## src/design/tekd_pkg.sv

```systemverilog
// Shared types, constants and helper functions of the terminal escape key decoder.
package tekd_pkg;

  localparam int BUF_BYTES = 16;
  localparam int IDX_W = $clog2(BUF_BYTES);
  localparam int ACC_W = 16;

  typedef logic [7:0]       byte_t;
  typedef logic [IDX_W-1:0] idx_t;
  typedef logic [3:0]       key_t;
  typedef logic [ACC_W-1:0] acc_t;

  localparam idx_t CNT_MAX = IDX_W'(BUF_BYTES - 1);
  localparam logic [IDX_W:0] PTR_WRAP = (IDX_W + 1)'(BUF_BYTES);

  localparam acc_t SAT_LIMIT = 16'h8000;
  localparam acc_t COORD_MAX = 16'h7fff;

  localparam byte_t CH_ESC    = 8'd27;
  localparam byte_t CH_O      = 8'h4f;
  localparam byte_t CH_LBRACK = 8'h5b;
  localparam byte_t CH_TILDE  = 8'h7e;
  localparam byte_t CH_SEMI   = 8'h3b;
  localparam byte_t CH_R      = 8'h52;
  localparam byte_t CH_ZERO   = 8'h30;
  localparam byte_t CH_NINE   = 8'h39;
  localparam byte_t CH_A      = 8'h41;
  localparam byte_t CH_B      = 8'h42;
  localparam byte_t CH_C      = 8'h43;
  localparam byte_t CH_D      = 8'h44;
  localparam byte_t CH_F      = 8'h46;
  localparam byte_t CH_H      = 8'h48;
  localparam byte_t CH_1      = 8'h31;
  localparam byte_t CH_2      = 8'h32;
  localparam byte_t CH_3      = 8'h33;
  localparam byte_t CH_4      = 8'h34;
  localparam byte_t CH_5      = 8'h35;
  localparam byte_t CH_6      = 8'h36;
  localparam byte_t CH_7      = 8'h37;
  localparam byte_t CH_8      = 8'h38;

  localparam key_t KEY_UP     = 4'd0;
  localparam key_t KEY_DOWN   = 4'd1;
  localparam key_t KEY_RIGHT  = 4'd2;
  localparam key_t KEY_LEFT   = 4'd3;
  localparam key_t KEY_HOME   = 4'd4;
  localparam key_t KEY_END    = 4'd5;
  localparam key_t KEY_INSERT = 4'd6;
  localparam key_t KEY_DELETE = 4'd7;
  localparam key_t KEY_PGUP   = 4'd8;
  localparam key_t KEY_PGDN   = 4'd9;

  typedef enum logic [1:0] {
    ACT_BYTE = 2'd0,
    ACT_TICK = 2'd1,
    ACT_END  = 2'd2,
    ACT_RSVD = 2'd3
  } act_t;

  typedef enum logic [1:0] {
    KIND_CHAR   = 2'd0,
    KIND_KEY    = 2'd1,
    KIND_CURSOR = 2'd2,
    KIND_ERROR  = 2'd3
  } kind_t;

  typedef enum logic [1:0] {
    PH_IDLE   = 2'd0,
    PH_SEQ    = 2'd1,
    PH_REPORT = 2'd2
  } phase_t;

  typedef enum logic [1:0] {
    SUB_ROW_FIRST = 2'd0,
    SUB_ROW       = 2'd1,
    SUB_COL_FIRST = 2'd2,
    SUB_COL       = 2'd3
  } sub_t;

  typedef enum logic [3:0] {
    ST_IDLE  = 4'd0,
    ST_START = 4'd1,
    ST_DTOP  = 4'd2,
    ST_DUSE  = 4'd3,
    ST_CRD   = 4'd4,
    ST_CUSE  = 4'd5,
    ST_PRD   = 4'd6,
    ST_PUSE  = 4'd7,
    ST_FIN   = 4'd8
  } state_t;

  typedef struct packed {
    logic [1:0] action;
    logic [7:0] rx_byte;
  } in_t;

  typedef struct packed {
    logic [1:0]  kind;
    logic [7:0]  char_value;
    logic [3:0]  key_code;
    logic [14:0] row;
    logic [14:0] col;
    logic        last;
  } out_t;

  function automatic idx_t ptr_add(idx_t a, idx_t b);
    logic [IDX_W:0] s;
    s = {1'b0, a} + {1'b0, b};
    if (s >= PTR_WRAP) begin
      s = s - PTR_WRAP;
    end
    return s[IDX_W-1:0];
  endfunction

  function automatic logic is_digit(byte_t b);
    return (b >= CH_ZERO) && (b <= CH_NINE);
  endfunction

  function automatic logic is_arrow(byte_t b);
    return (b == CH_A) || (b == CH_B) || (b == CH_C) || (b == CH_D) ||
           (b == CH_H) || (b == CH_F);
  endfunction

  function automatic key_t arrow_key(byte_t b);
    key_t k;
    case (b)
      CH_A: k = KEY_UP;
      CH_B: k = KEY_DOWN;
      CH_C: k = KEY_RIGHT;
      CH_D: k = KEY_LEFT;
      CH_H: k = KEY_HOME;
      CH_F: k = KEY_END;
      default: k = KEY_UP;
    endcase
    return k;
  endfunction

  function automatic logic is_tilde_digit(byte_t b);
    return (b >= CH_1) && (b <= CH_8);
  endfunction

  function automatic key_t tilde_key(byte_t b);
    key_t k;
    case (b)
      CH_1: k = KEY_HOME;
      CH_2: k = KEY_INSERT;
      CH_3: k = KEY_DELETE;
      CH_4: k = KEY_END;
      CH_5: k = KEY_PGUP;
      CH_6: k = KEY_PGDN;
      CH_7: k = KEY_HOME;
      CH_8: k = KEY_END;
      default: k = KEY_HOME;
    endcase
    return k;
  endfunction

endpackage

```

## src/design/terminal_escape_key_decoder.sv

```systemverilog
// Terminal escape key decoder: byte buffer, recognizer sequencer and result staging.
//
//   channel | ports                          | direction | transaction on
//   input   | in_valid, in_stall, in_data    | in        | in_valid & !in_stall
//   result  | out_valid, out_stall, out_data | out       | out_valid & !out_stall
//   config  | cfg_wr_en, cfg_wr_data         | in        | cfg_wr_en
//
// The input stalls from the accepting edge until the sequencer is idle again: it decodes
// the action, reads each held byte the recognizer uses, takes a step for each check that
// reads nothing (empty buffer, lookup entry, incomplete lookup, open report, escape emitted
// without a read), and then closes the transaction.
// A new result waits while one is staged and the output register is stalled. Reset is
// synchronous, needs no clearing pass, and sets report decoding on.
module terminal_escape_key_decoder (
  input  logic           clk,
  input  logic           rst_n,
  input  logic           in_valid,
  output logic           in_stall,
  input  tekd_pkg::in_t  in_data,
  output logic           out_valid,
  input  logic           out_stall,
  output tekd_pkg::out_t out_data,
  input  logic           cfg_wr_en,
  input  logic           cfg_wr_data
);
  import tekd_pkg::*;

  byte_t  mem [BUF_BYTES];

  state_t state_r, state_nxt;
  phase_t phase_r, phase_nxt;
  idx_t   head_r, head_nxt;
  idx_t   count_r, count_nxt;
  logic   enable_r;
  act_t   act_r, act_nxt;
  byte_t  byte_r, byte_nxt;
  idx_t   idx_r, idx_nxt;
  sub_t   sub_r, sub_nxt;
  acc_t   row_acc_r, row_nxt;
  acc_t   col_acc_r, col_nxt;
  byte_t  b0_r, b0_nxt;
  byte_t  b1_r, b1_nxt;
  byte_t  rd_data_r;
  out_t   pend_r, pend_nxt;
  logic   pend_v_r, pend_v_nxt;
  out_t   out_data_r, out_nxt;
  logic   out_valid_r, out_valid_nxt;

  logic   in_accept;
  logic   out_free;
  logic   emit_ok;
  logic   emit_go;
  out_t   emit_res;
  logic   fin_go;
  logic   rd_en;
  idx_t   rd_addr;
  logic   wr_en;
  idx_t   wr_addr;
  byte_t  wr_data;
  acc_t   acc_sel;
  logic [ACC_W+3:0] mac;
  acc_t   acc_sat;
  logic   rd_is_digit;

  assign in_stall  = (state_r != ST_IDLE);
  assign in_accept = in_valid && !in_stall;
  assign out_valid = out_valid_r;
  assign out_data  = out_data_r;
  assign out_free  = !out_valid_r || !out_stall;
  assign emit_ok   = !pend_v_r || out_free;

  // Shared digit accumulate unit: acc * 10 + digit, saturated
  assign acc_sel     = (sub_r == SUB_COL) ? col_acc_r : row_acc_r;
  assign mac         = {1'b0, acc_sel, 3'b000} + {3'b000, acc_sel, 1'b0} +
                       {{ACC_W{1'b0}}, rd_data_r[3:0]};
  assign acc_sat     = (mac > {4'b0000, SAT_LIMIT}) ? SAT_LIMIT : mac[ACC_W-1:0];
  assign rd_is_digit = is_digit(rd_data_r);

  always_comb begin
    state_nxt = state_r;
    phase_nxt = phase_r;
    head_nxt  = head_r;
    count_nxt = count_r;
    act_nxt   = act_r;
    byte_nxt  = byte_r;
    idx_nxt   = idx_r;
    sub_nxt   = sub_r;
    row_nxt   = row_acc_r;
    col_nxt   = col_acc_r;
    b0_nxt    = b0_r;
    b1_nxt    = b1_r;
    rd_en     = 1'b0;
    rd_addr   = ptr_add(head_r, idx_r);
    wr_en     = 1'b0;
    wr_addr   = ptr_add(head_r, count_r);
    wr_data   = in_data.rx_byte;
    emit_go   = 1'b0;
    emit_res  = '0;
    fin_go    = 1'b0;

    case (state_r)
      ST_IDLE: begin
        if (in_accept) begin
          act_nxt  = act_t'(in_data.action);
          byte_nxt = in_data.rx_byte;
          if ((act_t'(in_data.action) == ACT_BYTE) && (count_r != CNT_MAX)) begin
            wr_en     = 1'b1;
            count_nxt = count_r + IDX_W'(1);
          end
          state_nxt = ST_START;
        end
      end

      ST_START: begin
        case (act_r)
          ACT_BYTE: begin
            if (phase_r == PH_REPORT && byte_r == CH_R) begin
              idx_nxt   = IDX_W'(1);
              sub_nxt   = SUB_ROW_FIRST;
              row_nxt   = '0;
              col_nxt   = '0;
              state_nxt = ST_PRD;
            end else if (phase_r == PH_REPORT && count_r == CNT_MAX) begin
              if (emit_ok) begin
                emit_go             = 1'b1;
                emit_res.kind       = KIND_CHAR;
                emit_res.char_value = CH_ESC;
                phase_nxt           = PH_IDLE;
                state_nxt           = ST_DTOP;
              end
            end else begin
              state_nxt = ST_DTOP;
            end
          end
          ACT_TICK: begin
            if (phase_r == PH_IDLE) begin
              state_nxt = ST_FIN;
            end else if (emit_ok) begin
              emit_go             = 1'b1;
              emit_res.kind       = KIND_CHAR;
              emit_res.char_value = CH_ESC;
              phase_nxt           = PH_IDLE;
              state_nxt           = ST_DTOP;
            end
          end
          ACT_END: begin
            if (emit_ok) begin
              emit_go       = 1'b1;
              emit_res.kind = KIND_ERROR;
              phase_nxt     = PH_IDLE;
              state_nxt     = ST_DTOP;
            end
          end
          default: begin
            state_nxt = ST_FIN;
          end
        endcase
      end

      ST_DTOP: begin
        case (phase_r)
          PH_IDLE: begin
            if (count_r == '0) begin
              state_nxt = ST_FIN;
            end else begin
              rd_en     = 1'b1;
              rd_addr   = head_r;
              state_nxt = ST_DUSE;
            end
          end
          PH_SEQ: begin
            idx_nxt   = '0;
            state_nxt = ST_CRD;
          end
          PH_REPORT: begin
            if (count_r != CNT_MAX) begin
              state_nxt = ST_FIN;
            end else if (emit_ok) begin
              emit_go             = 1'b1;
              emit_res.kind       = KIND_CHAR;
              emit_res.char_value = CH_ESC;
              phase_nxt           = PH_IDLE;
            end
          end
          default: begin
            phase_nxt = PH_IDLE;
          end
        endcase
      end

      ST_DUSE: begin
        if (rd_data_r == CH_ESC) begin
          head_nxt  = ptr_add(head_r, IDX_W'(1));
          count_nxt = count_r - IDX_W'(1);
          phase_nxt = PH_SEQ;
          state_nxt = ST_DTOP;
        end else if (emit_ok) begin
          emit_go             = 1'b1;
          emit_res.kind       = KIND_CHAR;
          emit_res.char_value = rd_data_r;
          head_nxt            = ptr_add(head_r, IDX_W'(1));
          count_nxt           = count_r - IDX_W'(1);
          state_nxt           = ST_DTOP;
        end
      end

      ST_CRD: begin
        if (idx_r >= count_r) begin
          state_nxt = ST_FIN;
        end else begin
          rd_en     = 1'b1;
          state_nxt = ST_CUSE;
        end
      end

      ST_CUSE: begin
        if (idx_r == '0 && (rd_data_r == CH_O || rd_data_r == CH_LBRACK)) begin
          b0_nxt    = rd_data_r;
          idx_nxt   = IDX_W'(1);
          state_nxt = ST_CRD;
        end else if (idx_r == IDX_W'(1) && b0_r == CH_LBRACK &&
                     is_tilde_digit(rd_data_r)) begin
          b1_nxt    = rd_data_r;
          idx_nxt   = IDX_W'(2);
          state_nxt = ST_CRD;
        end else if ((idx_r == IDX_W'(1) && is_arrow(rd_data_r)) ||
                     (idx_r == IDX_W'(2) && rd_data_r == CH_TILDE)) begin
          if (emit_ok) begin
            emit_go       = 1'b1;
            emit_res.kind = KIND_KEY;
            emit_res.key_code = (idx_r == IDX_W'(1)) ? arrow_key(rd_data_r)
                                                     : tilde_key(b1_r);
            head_nxt  = ptr_add(head_r, idx_r + IDX_W'(1));
            count_nxt = count_r - (idx_r + IDX_W'(1));
            phase_nxt = PH_IDLE;
            state_nxt = ST_DTOP;
          end
        end else if (enable_r && idx_r != '0 && b0_r == CH_LBRACK) begin
          phase_nxt = PH_REPORT;
          state_nxt = ST_DTOP;
        end else if (emit_ok) begin
          emit_go             = 1'b1;
          emit_res.kind       = KIND_CHAR;
          emit_res.char_value = CH_ESC;
          phase_nxt           = PH_IDLE;
          state_nxt           = ST_DTOP;
        end
      end

      ST_PRD: begin
        if (idx_r >= count_r) begin
          if (emit_ok) begin
            emit_go             = 1'b1;
            emit_res.kind       = KIND_CHAR;
            emit_res.char_value = CH_ESC;
            phase_nxt           = PH_IDLE;
            state_nxt           = ST_DTOP;
          end
        end else begin
          rd_en     = 1'b1;
          state_nxt = ST_PUSE;
        end
      end

      ST_PUSE: begin
        if (rd_is_digit && (sub_r == SUB_ROW_FIRST || sub_r == SUB_ROW)) begin
          row_nxt   = (sub_r == SUB_ROW) ? acc_sat : {12'h000, rd_data_r[3:0]};
          sub_nxt   = SUB_ROW;
          idx_nxt   = idx_r + IDX_W'(1);
          state_nxt = ST_PRD;
        end else if (rd_is_digit && (sub_r == SUB_COL_FIRST || sub_r == SUB_COL)) begin
          col_nxt   = (sub_r == SUB_COL) ? acc_sat : {12'h000, rd_data_r[3:0]};
          sub_nxt   = SUB_COL;
          idx_nxt   = idx_r + IDX_W'(1);
          state_nxt = ST_PRD;
        end else if (sub_r == SUB_ROW && rd_data_r == CH_SEMI) begin
          sub_nxt   = SUB_COL_FIRST;
          idx_nxt   = idx_r + IDX_W'(1);
          state_nxt = ST_PRD;
        end else if (sub_r == SUB_COL && rd_data_r == CH_R &&
                     row_acc_r != '0 && row_acc_r <= COORD_MAX &&
                     col_acc_r != '0 && col_acc_r <= COORD_MAX) begin
          if (emit_ok) begin
            emit_go       = 1'b1;
            emit_res.kind = KIND_CURSOR;
            emit_res.row  = row_acc_r[14:0];
            emit_res.col  = col_acc_r[14:0];
            head_nxt      = ptr_add(head_r, idx_r + IDX_W'(1));
            count_nxt     = count_r - (idx_r + IDX_W'(1));
            phase_nxt     = PH_IDLE;
            state_nxt     = ST_DTOP;
          end
        end else if (emit_ok) begin
          emit_go             = 1'b1;
          emit_res.kind       = KIND_CHAR;
          emit_res.char_value = CH_ESC;
          phase_nxt           = PH_IDLE;
          state_nxt           = ST_DTOP;
        end
      end

      ST_FIN: begin
        if (!pend_v_r || out_free) begin
          fin_go    = 1'b1;
          state_nxt = ST_IDLE;
        end
      end

      default: begin
        state_nxt = ST_IDLE;
      end
    endcase
  end

  // Stage each result one behind so the final one can carry last
  always_comb begin
    out_nxt       = out_data_r;
    out_valid_nxt = out_valid_r && out_stall;
    pend_nxt      = pend_r;
    pend_v_nxt    = pend_v_r;
    if (emit_go) begin
      if (pend_v_r) begin
        out_nxt       = pend_r;
        out_nxt.last  = 1'b0;
        out_valid_nxt = 1'b1;
      end
      pend_nxt   = emit_res;
      pend_v_nxt = 1'b1;
    end
    if (fin_go && pend_v_r) begin
      out_nxt       = pend_r;
      out_nxt.last  = 1'b1;
      out_valid_nxt = 1'b1;
      pend_v_nxt    = 1'b0;
    end
  end

  always_ff @(posedge clk) begin
    if (!rst_n) begin
      state_r     <= ST_IDLE;
      phase_r     <= PH_IDLE;
      head_r      <= '0;
      count_r     <= '0;
      pend_v_r    <= 1'b0;
      out_valid_r <= 1'b0;
      enable_r    <= 1'b1;
    end else begin
      state_r     <= state_nxt;
      phase_r     <= phase_nxt;
      head_r      <= head_nxt;
      count_r     <= count_nxt;
      pend_v_r    <= pend_v_nxt;
      out_valid_r <= out_valid_nxt;
      if (cfg_wr_en) begin
        enable_r <= cfg_wr_data;
      end
    end
  end

  always_ff @(posedge clk) begin
    act_r      <= act_nxt;
    byte_r     <= byte_nxt;
    idx_r      <= idx_nxt;
    sub_r      <= sub_nxt;
    row_acc_r  <= row_nxt;
    col_acc_r  <= col_nxt;
    b0_r       <= b0_nxt;
    b1_r       <= b1_nxt;
    pend_r     <= pend_nxt;
    out_data_r <= out_nxt;
  end

  always_ff @(posedge clk) begin
    if (wr_en) begin
      mem[wr_addr] <= wr_data;
    end
    if (rd_en) begin
      rd_data_r <= mem[rd_addr];
    end
  end

  a_idle_empty: assert property (@(posedge clk) disable iff (!rst_n)
    (state_r == ST_IDLE && phase_r == PH_IDLE) |-> (count_r == '0))
    else $error("bytes left over with recognizer idle");

  a_seq_short: assert property (@(posedge clk) disable iff (!rst_n)
    (state_r == ST_IDLE && phase_r == PH_SEQ) |-> (count_r <= IDX_W'(2)))
    else $error("escape lookup waiting with more than two bytes held");

  a_report_room: assert property (@(posedge clk) disable iff (!rst_n)
    (state_r == ST_IDLE && phase_r == PH_REPORT) |-> (count_r != CNT_MAX))
    else $error("report collection waiting on a full buffer");

  a_flushed: assert property (@(posedge clk) disable iff (!rst_n)
    (state_r == ST_IDLE) |-> !pend_v_r)
    else $error("result still staged after transaction closed");

  a_cursor_range: assert property (@(posedge clk) disable iff (!rst_n)
    (out_valid_r && out_data_r.kind == KIND_CURSOR) |->
      (out_data_r.row != '0 && out_data_r.col != '0))
    else $error("cursor result with zero coordinate");

endmodule
```

## config.mk

```make
export PLATFORM = sky130hd
export DESIGN_NAME = terminal_escape_key_decoder
export DESIGN_NICKNAME = d
export VERILOG_FILES = /design/src/design/tekd_pkg.sv /design/src/design/terminal_escape_key_decoder.sv
export SDC_FILE = /design/constraint.sdc
export NUM_CORES = 1
export LEC_CHECK = 0
export BUFFER_PORTS_ARGS = -buffer_cell sky130_fd_sc_hd__buf_4
export CAP_MARGIN = 30
export CORE_MARGIN = 1
export CORE_UTILIZATION = 40
export CTS_CLUSTER_SIZE = 40
export DETAILED_ROUTE_END_ITERATION = 16
export PLACE_DENSITY_LB_ADDON = 0.3
export SYNTH_ARGS = -nofsm -noshare
export SYNTH_HDL_FRONTEND = slang
export SYNTH_SLANG_ARGS = --single-unit
```

## constraint.sdc

```tcl
create_clock -name clk -period 5 [get_ports clk]
set_clock_uncertainty 0.1 [all_clocks]
set_input_delay 1 -clock clk [delete_from_list [all_inputs] [get_ports clk]]
set_output_delay 1 -clock clk [all_outputs]
set_load 0.005 [all_outputs]
```

Word-level counts from Yosys, hierarchy flattened --
Memories as Yosys holds them, arrays and structs flattened. A register that Yosys moved wholly into a read port is not among the register bits. Index checks and enable logic that the tools add are counted.
Storage, ports and cells: bits in registers 170, memory bits (writable) 128, output and inout port bits 47, logic and storage cells 360, memories kept 1
Cells by class: add/sub/neg operators 14, $lt $le $gt $ge 12, equal/unequal tests 67, mux-type cells 158, bitwise operators 7, reduce and logical (&&, ||, !) cells 75
Memories:
- mem | depth 16, width 8, read ports 1, clocked after Yosys merged registers in 1, write ports 1, RTL line terminal_escape_key_decoder.sv:28 | byte_t mem [BUF_BYTES];
Operators by type and width (count):
- $mux 4 | 58
- $mux 16 | 9
- $mux 45 | 3
- $eq 8x7->1 const B | 12
- $pmux 16 s2 | 2
- $pmux 10 s6 | 1
- $eq 8x6->1 const B | 7
- $mux 5 | 9
- $mux 2 | 22
- $pmux 4 s3 | 3
- $pmux 4 s9 | 1
- $le 16x15->1 const B | 2
- $ne 2x2->1 const B | 16
- $pmux 4 s4 | 2
- $reduce_bool 16->1 | 2
- $mux 10 | 3
- $mux 1 | 29
- $mux 14 | 2
- $mux 8 | 3
- $logic_and 1x1->1 | 23
- $ne 3x3->1 const B | 7
- $add 19x17->20 | 1
- $add 20x4->20 | 1
- $ge 5x5->1 const B | 4
- other kinds (49) | 111

Depth between registers and ports, before layout --
Gate-level depths: netlist (run 1).
depth after elaboration 14, depth in mapped cells 17, mapped depth without buffers 14

Least setup slack after synthesis (run 1) --
Ideal clock, no wire load.
path kind reg2reg, from register idx_r[1], to register pend_r[10] (netlist bit) (enable), library setup time 0.446 ns, data arrival time 3.670 ns, data required time 4.454 ns, slack 0.785 ns, cell stages (with the launch flop) 10, clock period less this slack 4.215 ns, cells stage by stage edfxtp_1 > inv_1 > ha_1 > nor3b_1 > nand3_1 > a21boi_1 > nor3_1 > o221ai_1 > a21oi_2 > nor2_1
Between the ends: cells in the longest elaborated chain, start to end 8, elaborated cells on any way between the ends 19, those cells by class 1 x order compare; 2 x eq/ne; 6 x mux; 10 x reduce/logical
Ends and longest elaborated chain:
- from (decl) | RTL line terminal_escape_key_decoder.sv:37 | idx_t idx_r, idx_nxt;
- from (signal assigned) | RTL line terminal_escape_key_decoder.sv:363 | idx_r <= idx_nxt;
- $reduce_bool 4->1 | RTL line terminal_escape_key_decoder.sv:238 | end else if (enable_r && idx_r != '0 && b0_r == CH_LBRACK) begin
- $logic_and 1x1->1 (2 in series) | RTL line terminal_escape_key_decoder.sv:238
- $mux 1 | RTL line terminal_escape_key_decoder.sv:238
- $mux 1 | RTL line terminal_escape_key_decoder.sv:226 | end else if ((idx_r == IDX_W'(1) && is_arrow(rd_data_r)) ||
- $mux 1 | RTL line terminal_escape_key_decoder.sv:221 | end else if (idx_r == IDX_W'(1) && b0_r == CH_LBRACK &&
- $mux 1 | RTL line terminal_escape_key_decoder.sv:217 | if (idx_r == '0 && (rd_data_r == CH_O || rd_data_r == CH_LBRACK)) begin
- $pmux 1 s6 (*) | RTL line terminal_escape_key_decoder.sv:101 | case (state_r)
- via emit_go | RTL line terminal_escape_key_decoder.sv:52 | logic emit_go;
- to (signal assigned) | RTL line terminal_escape_key_decoder.sv:369 | pend_r <= pend_nxt;
- to (decl) | RTL line terminal_escape_key_decoder.sv:44 | out_t pend_r, pend_nxt;
The timed path passes the listed nets; every way through them passes the cells marked *. A chain may end at the register's enable or synchronous reset.

Final worst setup path (run 1) --
from register sub_r[1], to register row_acc_r[1] (data pin)
Between the ends: cells in the longest elaborated chain, start to end 9, elaborated cells on any way between the ends 10, those cells by class 2 x add/sub; 1 x order compare; 2 x eq/ne; 5 x mux
Ends and longest elaborated chain:
- from (decl) | RTL line terminal_escape_key_decoder.sv:38 | sub_t sub_r, sub_nxt;
- from (signal assigned) | RTL line terminal_escape_key_decoder.sv:364 | sub_r <= sub_nxt;
- $eq 2x2->1 | RTL line terminal_escape_key_decoder.sv:73 | assign acc_sel = (sub_r == SUB_COL) ? col_acc_r : row_acc_r;
- $mux 16 | RTL line terminal_escape_key_decoder.sv:73
- $add 19x17->20 | RTL line terminal_escape_key_decoder.sv:74 | assign mac = {1'b0, acc_sel, 3'b000} + {3'b000, acc_sel, 1'b0} +
- $add 20x4->20 | RTL line terminal_escape_key_decoder.sv:74
- $gt 20x16->1 | RTL line terminal_escape_key_decoder.sv:76 | assign acc_sat = (mac > {4'b0000, SAT_LIMIT}) ? SAT_LIMIT : mac[ACC_W-1:0];
- $mux 16 | RTL line terminal_escape_key_decoder.sv:76
- $mux 16 (*) | RTL line terminal_escape_key_decoder.sv:267 | row_nxt = (sub_r == SUB_ROW) ? acc_sat : {12'h000, rd_data_r[3:0]};
- $mux 16 (*) | RTL line terminal_escape_key_decoder.sv:266 | if (rd_is_digit && (sub_r == SUB_ROW_FIRST || sub_r == SUB_ROW)) begin
- $pmux 16 s2 (*) | RTL line terminal_escape_key_decoder.sv:101
- to (signal assigned) | RTL line terminal_escape_key_decoder.sv:365 | row_acc_r <= row_nxt;
- to (decl) | RTL line terminal_escape_key_decoder.sv:39 | acc_t row_acc_r, row_nxt;
Every way passes the cells marked *; elsewhere a longest branch is shown, timed or not. The select of a mux whose other input is x is not followed.

==> results.toml, run 1 <==
[status]
status = "complete, no violations"

[floorplan]
die_w_um = 194
die_area_um2 = 37500
initial_core_util = 0.410
pin_count = 63
die_h_um = 194
core_um2 = 35800
row_count = 69

[logic_synthesis]
seq_area_frac_synth = 0.613
yosysMostFrequentCell = "edfxtp_1"
yosysUniqueCellTypes = 88
synth_xor_area_frac = 0.0154
syn_avg_cell_area_um2 = 13.4
synthesis.nets = 1176
synth_fa_ha_area_frac = 0.0550
ys_warn_count = 0
synthArstFlopShare = 0
synthTopCellsByCount = "edfxtp_1 (288), nand2_1 (111), and2_1 (81)"
ys.flop_type = "edfxtp_1"
synth_seq_cells = 306
netlist_area_um2 = 14700
postSynthCellCount = 1099
synth-compound-area-share = 0.0694
synth_top_cell_by_area = "edfxtp_1"
yosys.area_share.simple = 0.153
synth_area_leaders = "edfxtp_1 (59%), mux4_2 (4.9%), ha_1 (4.7%)"
synth_edf_count = 288
synth.top_cell.area_share = 0.588
synth_mux_area_frac = 0.0718
synth_top_family_by_area = "simple AND/OR/NAND/NOR gates"

[timing]
fin_tns_setup_ns = 0
slew-limit-headroom = 0.373
max_slew.worst_pin.slew_ns = 0.934
drv_slew = 0
min_period_ns = 4.34
rsz0062_at_grt = "false"
fmax_mhz = 230
finalCritPeriodShare = 0.868
setup-violations-final = 0
hold_viol = 0

[worst_setup_path]
worst_path_most_repeated_cell = "nand2_1"
cp-end-kind = "flip-flop"
cp_max_fo = 14
cpLargestDelayFamily = "compound AO/OA/AOI/OAI gates"
slowest_stage = "edfxtp_1"
crit_buf_inv = 2
worstPathRequired_ns = 5.26
cp-start-kind = "flip-flop"
critical_path_class = "reg -> reg"
critPathMaxStageDelay_ns = 0.49
cp_data_arrival_time_ns = 4.60
path_cells = "nand2_1 > buf_4 > nand2_1 > nand2_1 > fa_1 > ha_1 > a21o_1 > nand4_1 > a211o_2 > a311oi_1 > o31ai_1 > a221oi_4 > buf_4 > nand4_1 > a21oi_1"

[drt]
dr.pass1.iters = 5
drc = 0
vias = 8982
antenna_left = 0
drt_iter0_drc = 530
finalWirelength_mm = 30.8
routedWlPerCell_um = 18.5
viasPerCell = 5.39

[global_routing]
grt_max_degree = 89
grt_pass1_vias = 9023
met3_usage = 0.0341
antenna_found_initial = 0
met2_usage = 0.273
use_met1 = 0.226
grt_pass1_wl_mm = 49.9
grt_busiest_layer = "met2"
gr-total-overflow = 0
grt_use_total = 0.168

[power_and_ir_drop]
p_sw_mw = 1.34
p_int_mw = 4.58
vdd_ir_drop_max_mv = 0.236
pwr-share-comb = 0.080
clkPwrFrac = 0.427
switching_share = 0.226
powerDensity_nw_per_um2 = 351
power_frac_seq = 0.494
p_leak_nw = 5.95

[cts]
clk_pin_slew_ns = 0.06
insertion_delay_ns = 0.52
cts_resized = 0
cts_buffers = 36
ctsHtreeMaxLevel = 2
post_cts_buffers = 0
ctsLongestPathBuffers = 3
cts_tree = "done"
cts.sinks = 306
cts-root-buf = "clkbuf_16"
postCtsHoldBufs = 0

[placed_design]
dp_cells = 1599
dp_hpwl_mm = 21.4
gp_congestion = 0.871
io_buffers = 62

[finish]
drive_above_1_share = 0.172
final_cells = 1667
final_nets = 1255
diodes = 0
syn2layout_area_growth_pct = 14.6
final_core_util = 0.471

[run]
maxCapViolations = 0

[hold_path]
hold_path.class = "reg -> reg"
## final cells by class
| type | count | area (µm²) |
|---|---|---|
| tap | 461 | 577 |
| clock inverter | 23 | 196 |
| timing repair buffer | 82 | 628 |
| clock buffer | 43 | 948 |
| multi-input combinational | 723 | 5390 |
| sequential | 306 | 9010 |
| fill | 3127 | 19000 |
| inverter | 29 | 109 |
## tightest hold or removal path: cells and delay by family (launching register included)
family             cells  cell delay, ns
AOI/OAI and AO/OA      2            0.13
DFF                    1            0.31
## layout by cell type (no fill, tap or decap), types with 5 or more instances in the layout
| cell type | count |
|---|---|
| mux2i_1 | 29 |
| a21o_1 | 13 |
| clkbuf_1 | 6 |
| nand3_1 | 20 |
| a21oi_1 | 54 |
| nand2_1 | 111 |
| clkbuf_16 | 37 |
| and2_1 | 81 |
| o21ai_0 | 24 |
| nand2b_1 | 10 |
| nor2_1 | 77 |
| nand3b_1 | 5 |
| xor2_1 | 14 |
| mux4_2 | 32 |
| a211oi_1 | 6 |
| fa_1 | 6 |
| inv_1 | 29 |
| clkinv_2 | 7 |
| nand4_1 | 23 |
| dfxtp_1 | 18 |
| buf_4 | 79 |
| nor4_1 | 13 |
| ha_1 | 55 |
| clkinv_1 | 8 |
| nor3_2 | 9 |
| and3_1 | 9 |
| or3_1 | 5 |
| nor3_1 | 19 |
| edfxtp_1 | 288 |
| xnor2_1 | 10 |
## power by group through the flow
stage | registers (mW) | logic, mW | clock network (mW)
after global placement | 2.97 | 0.465 | 0
after global routing | 2.93 | 0.519 | 2.68
after floorplan | 2.96 | 0.333 | 0
after CTS | 2.92 | 0.476 | 2.58
final | 2.92 | 0.471 | 2.52
after detailed placement | 2.97 | 0.472 | 0
## per-stage QoR
stage	total power, mW	area [µm²]	setup WS [ns]	hold WS, ns
5_1_grt	6.13	16900	0.359	0.428
6_report	5.91	16900	0.660	0.398
2_1_floorplan	3.29	14700	0.785	0.340
3_3_place_gp	3.44	15700	0.771	0.376
3_5_place_dp	3.45	15700	0.694	0.390
4_1_cts	5.98	16800	0.678	0.397
## routing by layer
layer | vias to the layer above | wire [µm]
met4 | 0 | 651
met3 | 44 | 1780
met5 | - | 0
met2 | 260 | 14400
met1 | 4352 | 13900
li1 | 4326 | -
## flip-flops by register name, summed over array words and instances (netlist names)
| name | count |
|---|---|
| mem | 128 |
| out_data | 45 |
| pend_r | 44 |
| col_acc_r | 16 |
| row_acc_r | 16 |
| b0_r | 8 |
| b1_r | 8 |
| byte_r | 8 |
| rd_data_r | 8 |
| count_r | 4 |
| head_r | 4 |
| idx_r | 4 |
| state_r | 4 |
| act_r | 2 |
| phase_r | 2 |
| sub_r | 2 |
| enable_r | 1 |
| out_valid | 1 |
| pend_v_r | 1 |
## path summary, 6_finish.rpt
check | cells after the start | endpoint | slack [ns] | start
max | 15 | row_acc_r[1] | 0.66 | sub_r[1]
min | 2 | out_data[0] | 0.40 | out_data[0]
max reg2reg | 15 | row_acc_r[1] | 0.66 | sub_r[1]
min reg2reg | 2 | out_data[0] | 0.40 | out_data[0]
## cells by family after synthesis
kind of cell	Yosys count
DFF	306
AOI/OAI and AO/OA	153
xor gates and xnor gates	25
buffers and inverters	70
adders and majority gates	61
muxes	64
and+or+nand+nor	420
(Power assumes the default switching activity.)
==> run 2: changes to the inputs <==
--- a/config.mk
+++ b/config.mk
@@ -7,8 +7,10 @@
 export LEC_CHECK = 0
 export BUFFER_PORTS_ARGS = -buffer_cell sky130_fd_sc_hd__buf_4
 export CAP_MARGIN = 30
-export CORE_MARGIN = 1
-export CORE_UTILIZATION = 40
+export CELL_PAD_IN_SITES_DETAIL_PLACEMENT = 1
+export CELL_PAD_IN_SITES_GLOBAL_PLACEMENT = 1
+export CORE_MARGIN = 10
+export CORE_UTILIZATION = 52
 export CTS_CLUSTER_SIZE = 40
 export DETAILED_ROUTE_END_ITERATION = 16
 export PLACE_DENSITY_LB_ADDON = 0.3
==> results.toml, run 2 (synthesis gave the netlist of run 1 again) <==
[status]
status = "complete, no violations"

[global_routing]
grt_pass1_vias = 10200
gr-total-overflow = 0
grt_pass1_wl_mm = 57.4
grt_max_degree = 89
antenna_found_initial = 0
grt_use_total = 0.202

[finish]
final_nets = 1248
final_cell_mix = "edfxtp_1 (288), nand2_1 (111), and2_1 (81), nor2_1 (77), buf_4 (76)"
final_cells = 1572
syn2layout_area_growth_pct = 13.3
final_common_cell = "edfxtp_1"
finish.instance_area_um2 = 16700
drive_above_1_share = 0.167
top_register = "mem"
diodes = 0
largest_reg_flops = 128
fillerInstances = 2737
final_core_util = 0.598

[worst_setup_path]
reg2regPathDepth = 15
r2r_setup_slack_ns = 0.45
r2r_start = "sub_r[1]"
cp_data_arrival_time_ns = 4.78
cp-start-kind = "flip-flop"
cp_max_fo = 18
cp-end-kind = "flip-flop"
critical_path_class = "reg -> reg"
worstPathRequired_ns = 5.23
r2r-end = "row_acc_r[1]"

[drt]
vias = 9371
drc = 0
finalWirelength_mm = 35.4
viasPerCell = 5.96
dr.pass1.iters = 5
drt_iter0_drc = 513
routedWlPerCell_um = 22.5
antenna_left = 0

[power_and_ir_drop]
powerDensity_nw_per_um2 = 354
vdd_ir_drop_max_mv = 0.304
power.total_mw = 5.90
p_leak_nw = 5.89

[timing]
max_slew.worst_pin.slew_ns = 1.08
fin_tns_setup_ns = 0
fin_hold_ws_ns = 0.409
rsz0062_at_grt = "false"
fmax_mhz = 220
min_period_ns = 4.55
final_critical_path_setup_slack_ns = 0.450
finalCritPeriodShare = 0.910
slew-limit-headroom = 0.273
hold_viol = 0
drv_slew = 0
setup-violations-final = 0

[cts]
clk_pin_slew_ns = 0.06
ctsHtreeMaxLevel = 2
postCtsHoldBufs = 0
cts_buffers = 34
cts_tree = "done"
cts-root-buf = "clkbuf_16"
insertion_delay_ns = 0.52
ctsLongestPathBuffers = 3
cts.sinks = 306

[placed_design]
place_ws_ns = 0.493
dp_hpwl_mm = 25.0
gp_congestion = 0.892
dp_cells = 1513
dpl_cell_area_um2 = 15600
io_buffers = 62

[floorplan]
initial_core_util = 0.528
die_w_um = 188
row_count = 61
core_um2 = 27900
die_area_um2 = 35400
die_h_um = 188
pin_count = 63

[run]
maxCapViolations = 0

[hold_path]
hold_end = "out_data[0]"
hold_path.class = "reg -> reg"
hold_path_depth = 2
min-delay-start = "out_data[0]"
[run 2: final cells by class]
class | instances | area [µm²] | area share
Timing Repair Buffer | 77 | 576 | 0.0345
Clock inverter | 15 | 159 | 0.00953
Clock buffer | 44 | 952 | 0.0571
Tap cell | 378 | 473 | 0.0284
Sequential cell | 306 | 9010 | 0.540
Inverter | 29 | 109 | 0.00653
Multi-Input combinational cell | 723 | 5390 | 0.323
[run 2: layer usage]
| metal | track usage | vias up | wire, µm |
|---|---|---|---|
| met4 | 0.0495 | 0 | 670 |
| met1 | 0.254 | 4780 | 14800 |
| met2 | 0.355 | 236 | 18200 |
| li1 | - | 4307 | - |
| met3 | 0.0321 | 48 | 1770 |
| met5 | 0 | - | 0 |
[run 2: worst max path at each step]
stage / startpoint / slack, ns / to
after detailed placement: sub_r[1] / 0.49 / row_acc_r[10]
after floorplan: idx_r[1] / 0.78 / pend_r[10]
final: sub_r[1] / 0.45 / row_acc_r[1]
after global routing: sub_r[1] / 0.08 / row_acc_r[5]
after CTS: sub_r[1] / 0.45 / row_acc_r[10]
after global placement: sub_r[1] / 0.79 / row_acc_r[10]
[run 2: timing repair]
item                                    4_1_cts  5_1_grt
endpoints found under the setup margin        0        1
gates resized for setup                       0        1
buffers inserted                              0        0
[run 2: power breakdown]
part           total [mW]  internal, mW  switching, mW
Sequential           2.93          2.88         0.0571
Clock                2.50          1.50          0.995
Combinational       0.465         0.178          0.286
Total                5.90          4.56           1.34
[run 2: critical path, stage by stage (launching register included)]
cell      delay, ns
edfxtp_1       0.48
and2_1         0.27
buf_4          0.27
nand2_1        0.10
nand2_1        0.12
fa_1           0.48
ha_1           0.32
a21o_1         0.13
nand4_1        0.22
a211o_2        0.41
a311oi_1       0.35
o31ai_1        0.16
a221oi_4       0.43
buf_4          0.24
nand4_1        0.09
a21oi_1        0.22
==> run 3: changes to the inputs <==
--- a/config.mk
+++ b/config.mk
@@ -13,7 +13,7 @@
 export CORE_UTILIZATION = 52
 export CTS_CLUSTER_SIZE = 40
 export DETAILED_ROUTE_END_ITERATION = 16
-export PLACE_DENSITY_LB_ADDON = 0.3
+export PLACE_DENSITY_LB_ADDON = 0.1
 export SYNTH_ARGS = -nofsm -noshare
 export SYNTH_HDL_FRONTEND = slang
 export SYNTH_SLANG_ARGS = --single-unit
==> results.toml, run 3 (synthesis gave the netlist of run 1 again) <==
[timing]
slew-limit-headroom = 0.343
fmax_mhz = 233
min_period_ns = 4.29
fin_tns_setup_ns = 0
setup-violations-final = 0
max_slew.worst_pin.slew_ns = 0.979
hold_viol = 0
drv_slew = 0
rsz0062_at_grt = "false"
fin_hold_ws_ns = 0.380
finalCritPeriodShare = 0.858

[cts]
post_cts_buffers = 0
cts.sinks = 306
postCtsHoldBufs = 0
cts_buffers = 34
cts_tree = "done"
cts-root-buf = "clkbuf_16"
cts_resized = 0
clk_pin_slew_ns = 0.06
insertion_delay_ns = 0.51
ctsLongestPathBuffers = 3
ctsHtreeMaxLevel = 2

[run]
maxCapViolations = 0

[drt]
drt_iter0_drc = 444
drc = 0
finalWirelength_mm = 34.8
antenna_left = 0
dr.pass1.iters = 5
routedWlPerCell_um = 22.1
viasPerCell = 5.89
vias = 9278

[worst_setup_path]
cp_data_arrival_time_ns = 4.53
cp-end-kind = "flip-flop"
critical_path_class = "reg -> reg"
cp_max_fo = 8
worstPathRequired_ns = 5.23
reg2regPathDepth = 14
cp-start-kind = "flip-flop"

[floorplan]
core_um2 = 27900
pin_count = 63
die_h_um = 188
row_count = 61
die_w_um = 188
die_area_um2 = 35400
initial_core_util = 0.528

[hold_path]
hold_path.class = "reg -> reg"
hold_path_depth = 2

[finish]
final_nets = 1251
finish.instance_area_um2 = 16700
largest_reg_flops = 128
fillerInstances = 2714
syn2layout_area_growth_pct = 13.3
final_common_cell = "edfxtp_1"
top_register = "mem"
diodes = 0
drive_above_1_share = 0.167
final_cell_mix = "edfxtp_1 (288), nand2_1 (111), and2_1 (81), buf_4 (78), nor2_1 (77)"

[placed_design]
io_buffers = 62
gp_congestion = 0.851
dp_hpwl_mm = 25.0
dpl_cell_area_um2 = 15600

[global_routing]
antenna_found_initial = 0
grt_use_total = 0.196
grt_max_degree = 89
grt_pass1_wl_mm = 55.8
grt_pass1_vias = 9709
gr-total-overflow = 0

[power_and_ir_drop]
vdd_ir_drop_max_mv = 0.262
p_leak_nw = 5.90
powerDensity_nw_per_um2 = 350

[status]
status = "complete, no violations"
[run 3: cell types whose count changed in the layout (fill, tap and decap cells not counted), sizes merged]
cell,delta
bufinv,-1
clkbuf,-1
buf,+3
clkinv,+6
clkinvlp,-3
[run 3: layer usage]
metal	share of wire	wire length, µm	global-route usage	vias to the layer above
met5	0	0	0	-
met4	0.018	610	0.0495	0
li1	-	-	-	4299
met3	0.044	1540	0.0278	48
met1	0.44	15200	0.260	4716
met2	0.50	17400	0.333	215
[run 3: final timing paths]
path | start | slack [ns] | to
worst min-delay path | out_data[0] | 0.38 | out_data[0]
worst max register to register | sub_r[1] | 0.71 | row_acc_r[3]
worst min register to register | out_data[0] | 0.38 | out_data[0]
worst max-delay path | sub_r[1] | 0.71 | row_acc_r[3]
[run 3: per-stage QoR]
step / power [mW] / util / worst slack (ns) / cells
5_1_grt: 6.03 / 0.598 / 0.270 / 1576
3_3_place_gp: 3.43 / 0.559 / 0.901 / 1514
6_report: 5.83 / 0.598 / 0.708 / 1576
3_5_place_dp: 3.45 / 0.559 / 0.758 / 1515
4_1_cts: 5.87 / 0.598 / 0.720 / 1575
2_1_floorplan: 3.29 / - / 0.785 / 1099
[run 3: layout make-up]
class	instances	area, µm²	area share
Timing Repair Buffer	80	596	0.0357
Clock inverter	17	139	0.00833
Clock buffer	43	948	0.0569
Tap cell	378	473	0.0284
Sequential cell	306	9010	0.541
Multi-Input combinational cell	723	5390	0.323
Inverter	29	109	0.00653
[run 3: worst max-delay path, stage by stage, from the launching register on]
cell and delay [ns]:
edfxtp_1 0.49, and2_1 0.28, nand2_1 0.10, nand2_1 0.09
fa_1 0.52, ha_1 0.31, a21o_1 0.12, nand4_1 0.21
a211o_2 0.41, a311oi_1 0.34, o31ai_1 0.15, a221oi_4 0.42
buf_4 0.24, nand4_1 0.10, a21oi_1 0.21
[run 3: power breakdown]
group | leakage (nW) | internal [mW] | switching (mW)
Combinational | 2.65 | 0.179 | 0.296
Sequential | 2.72 | 2.88 | 0.0482
Clock | 0.528 | 1.45 | 0.980
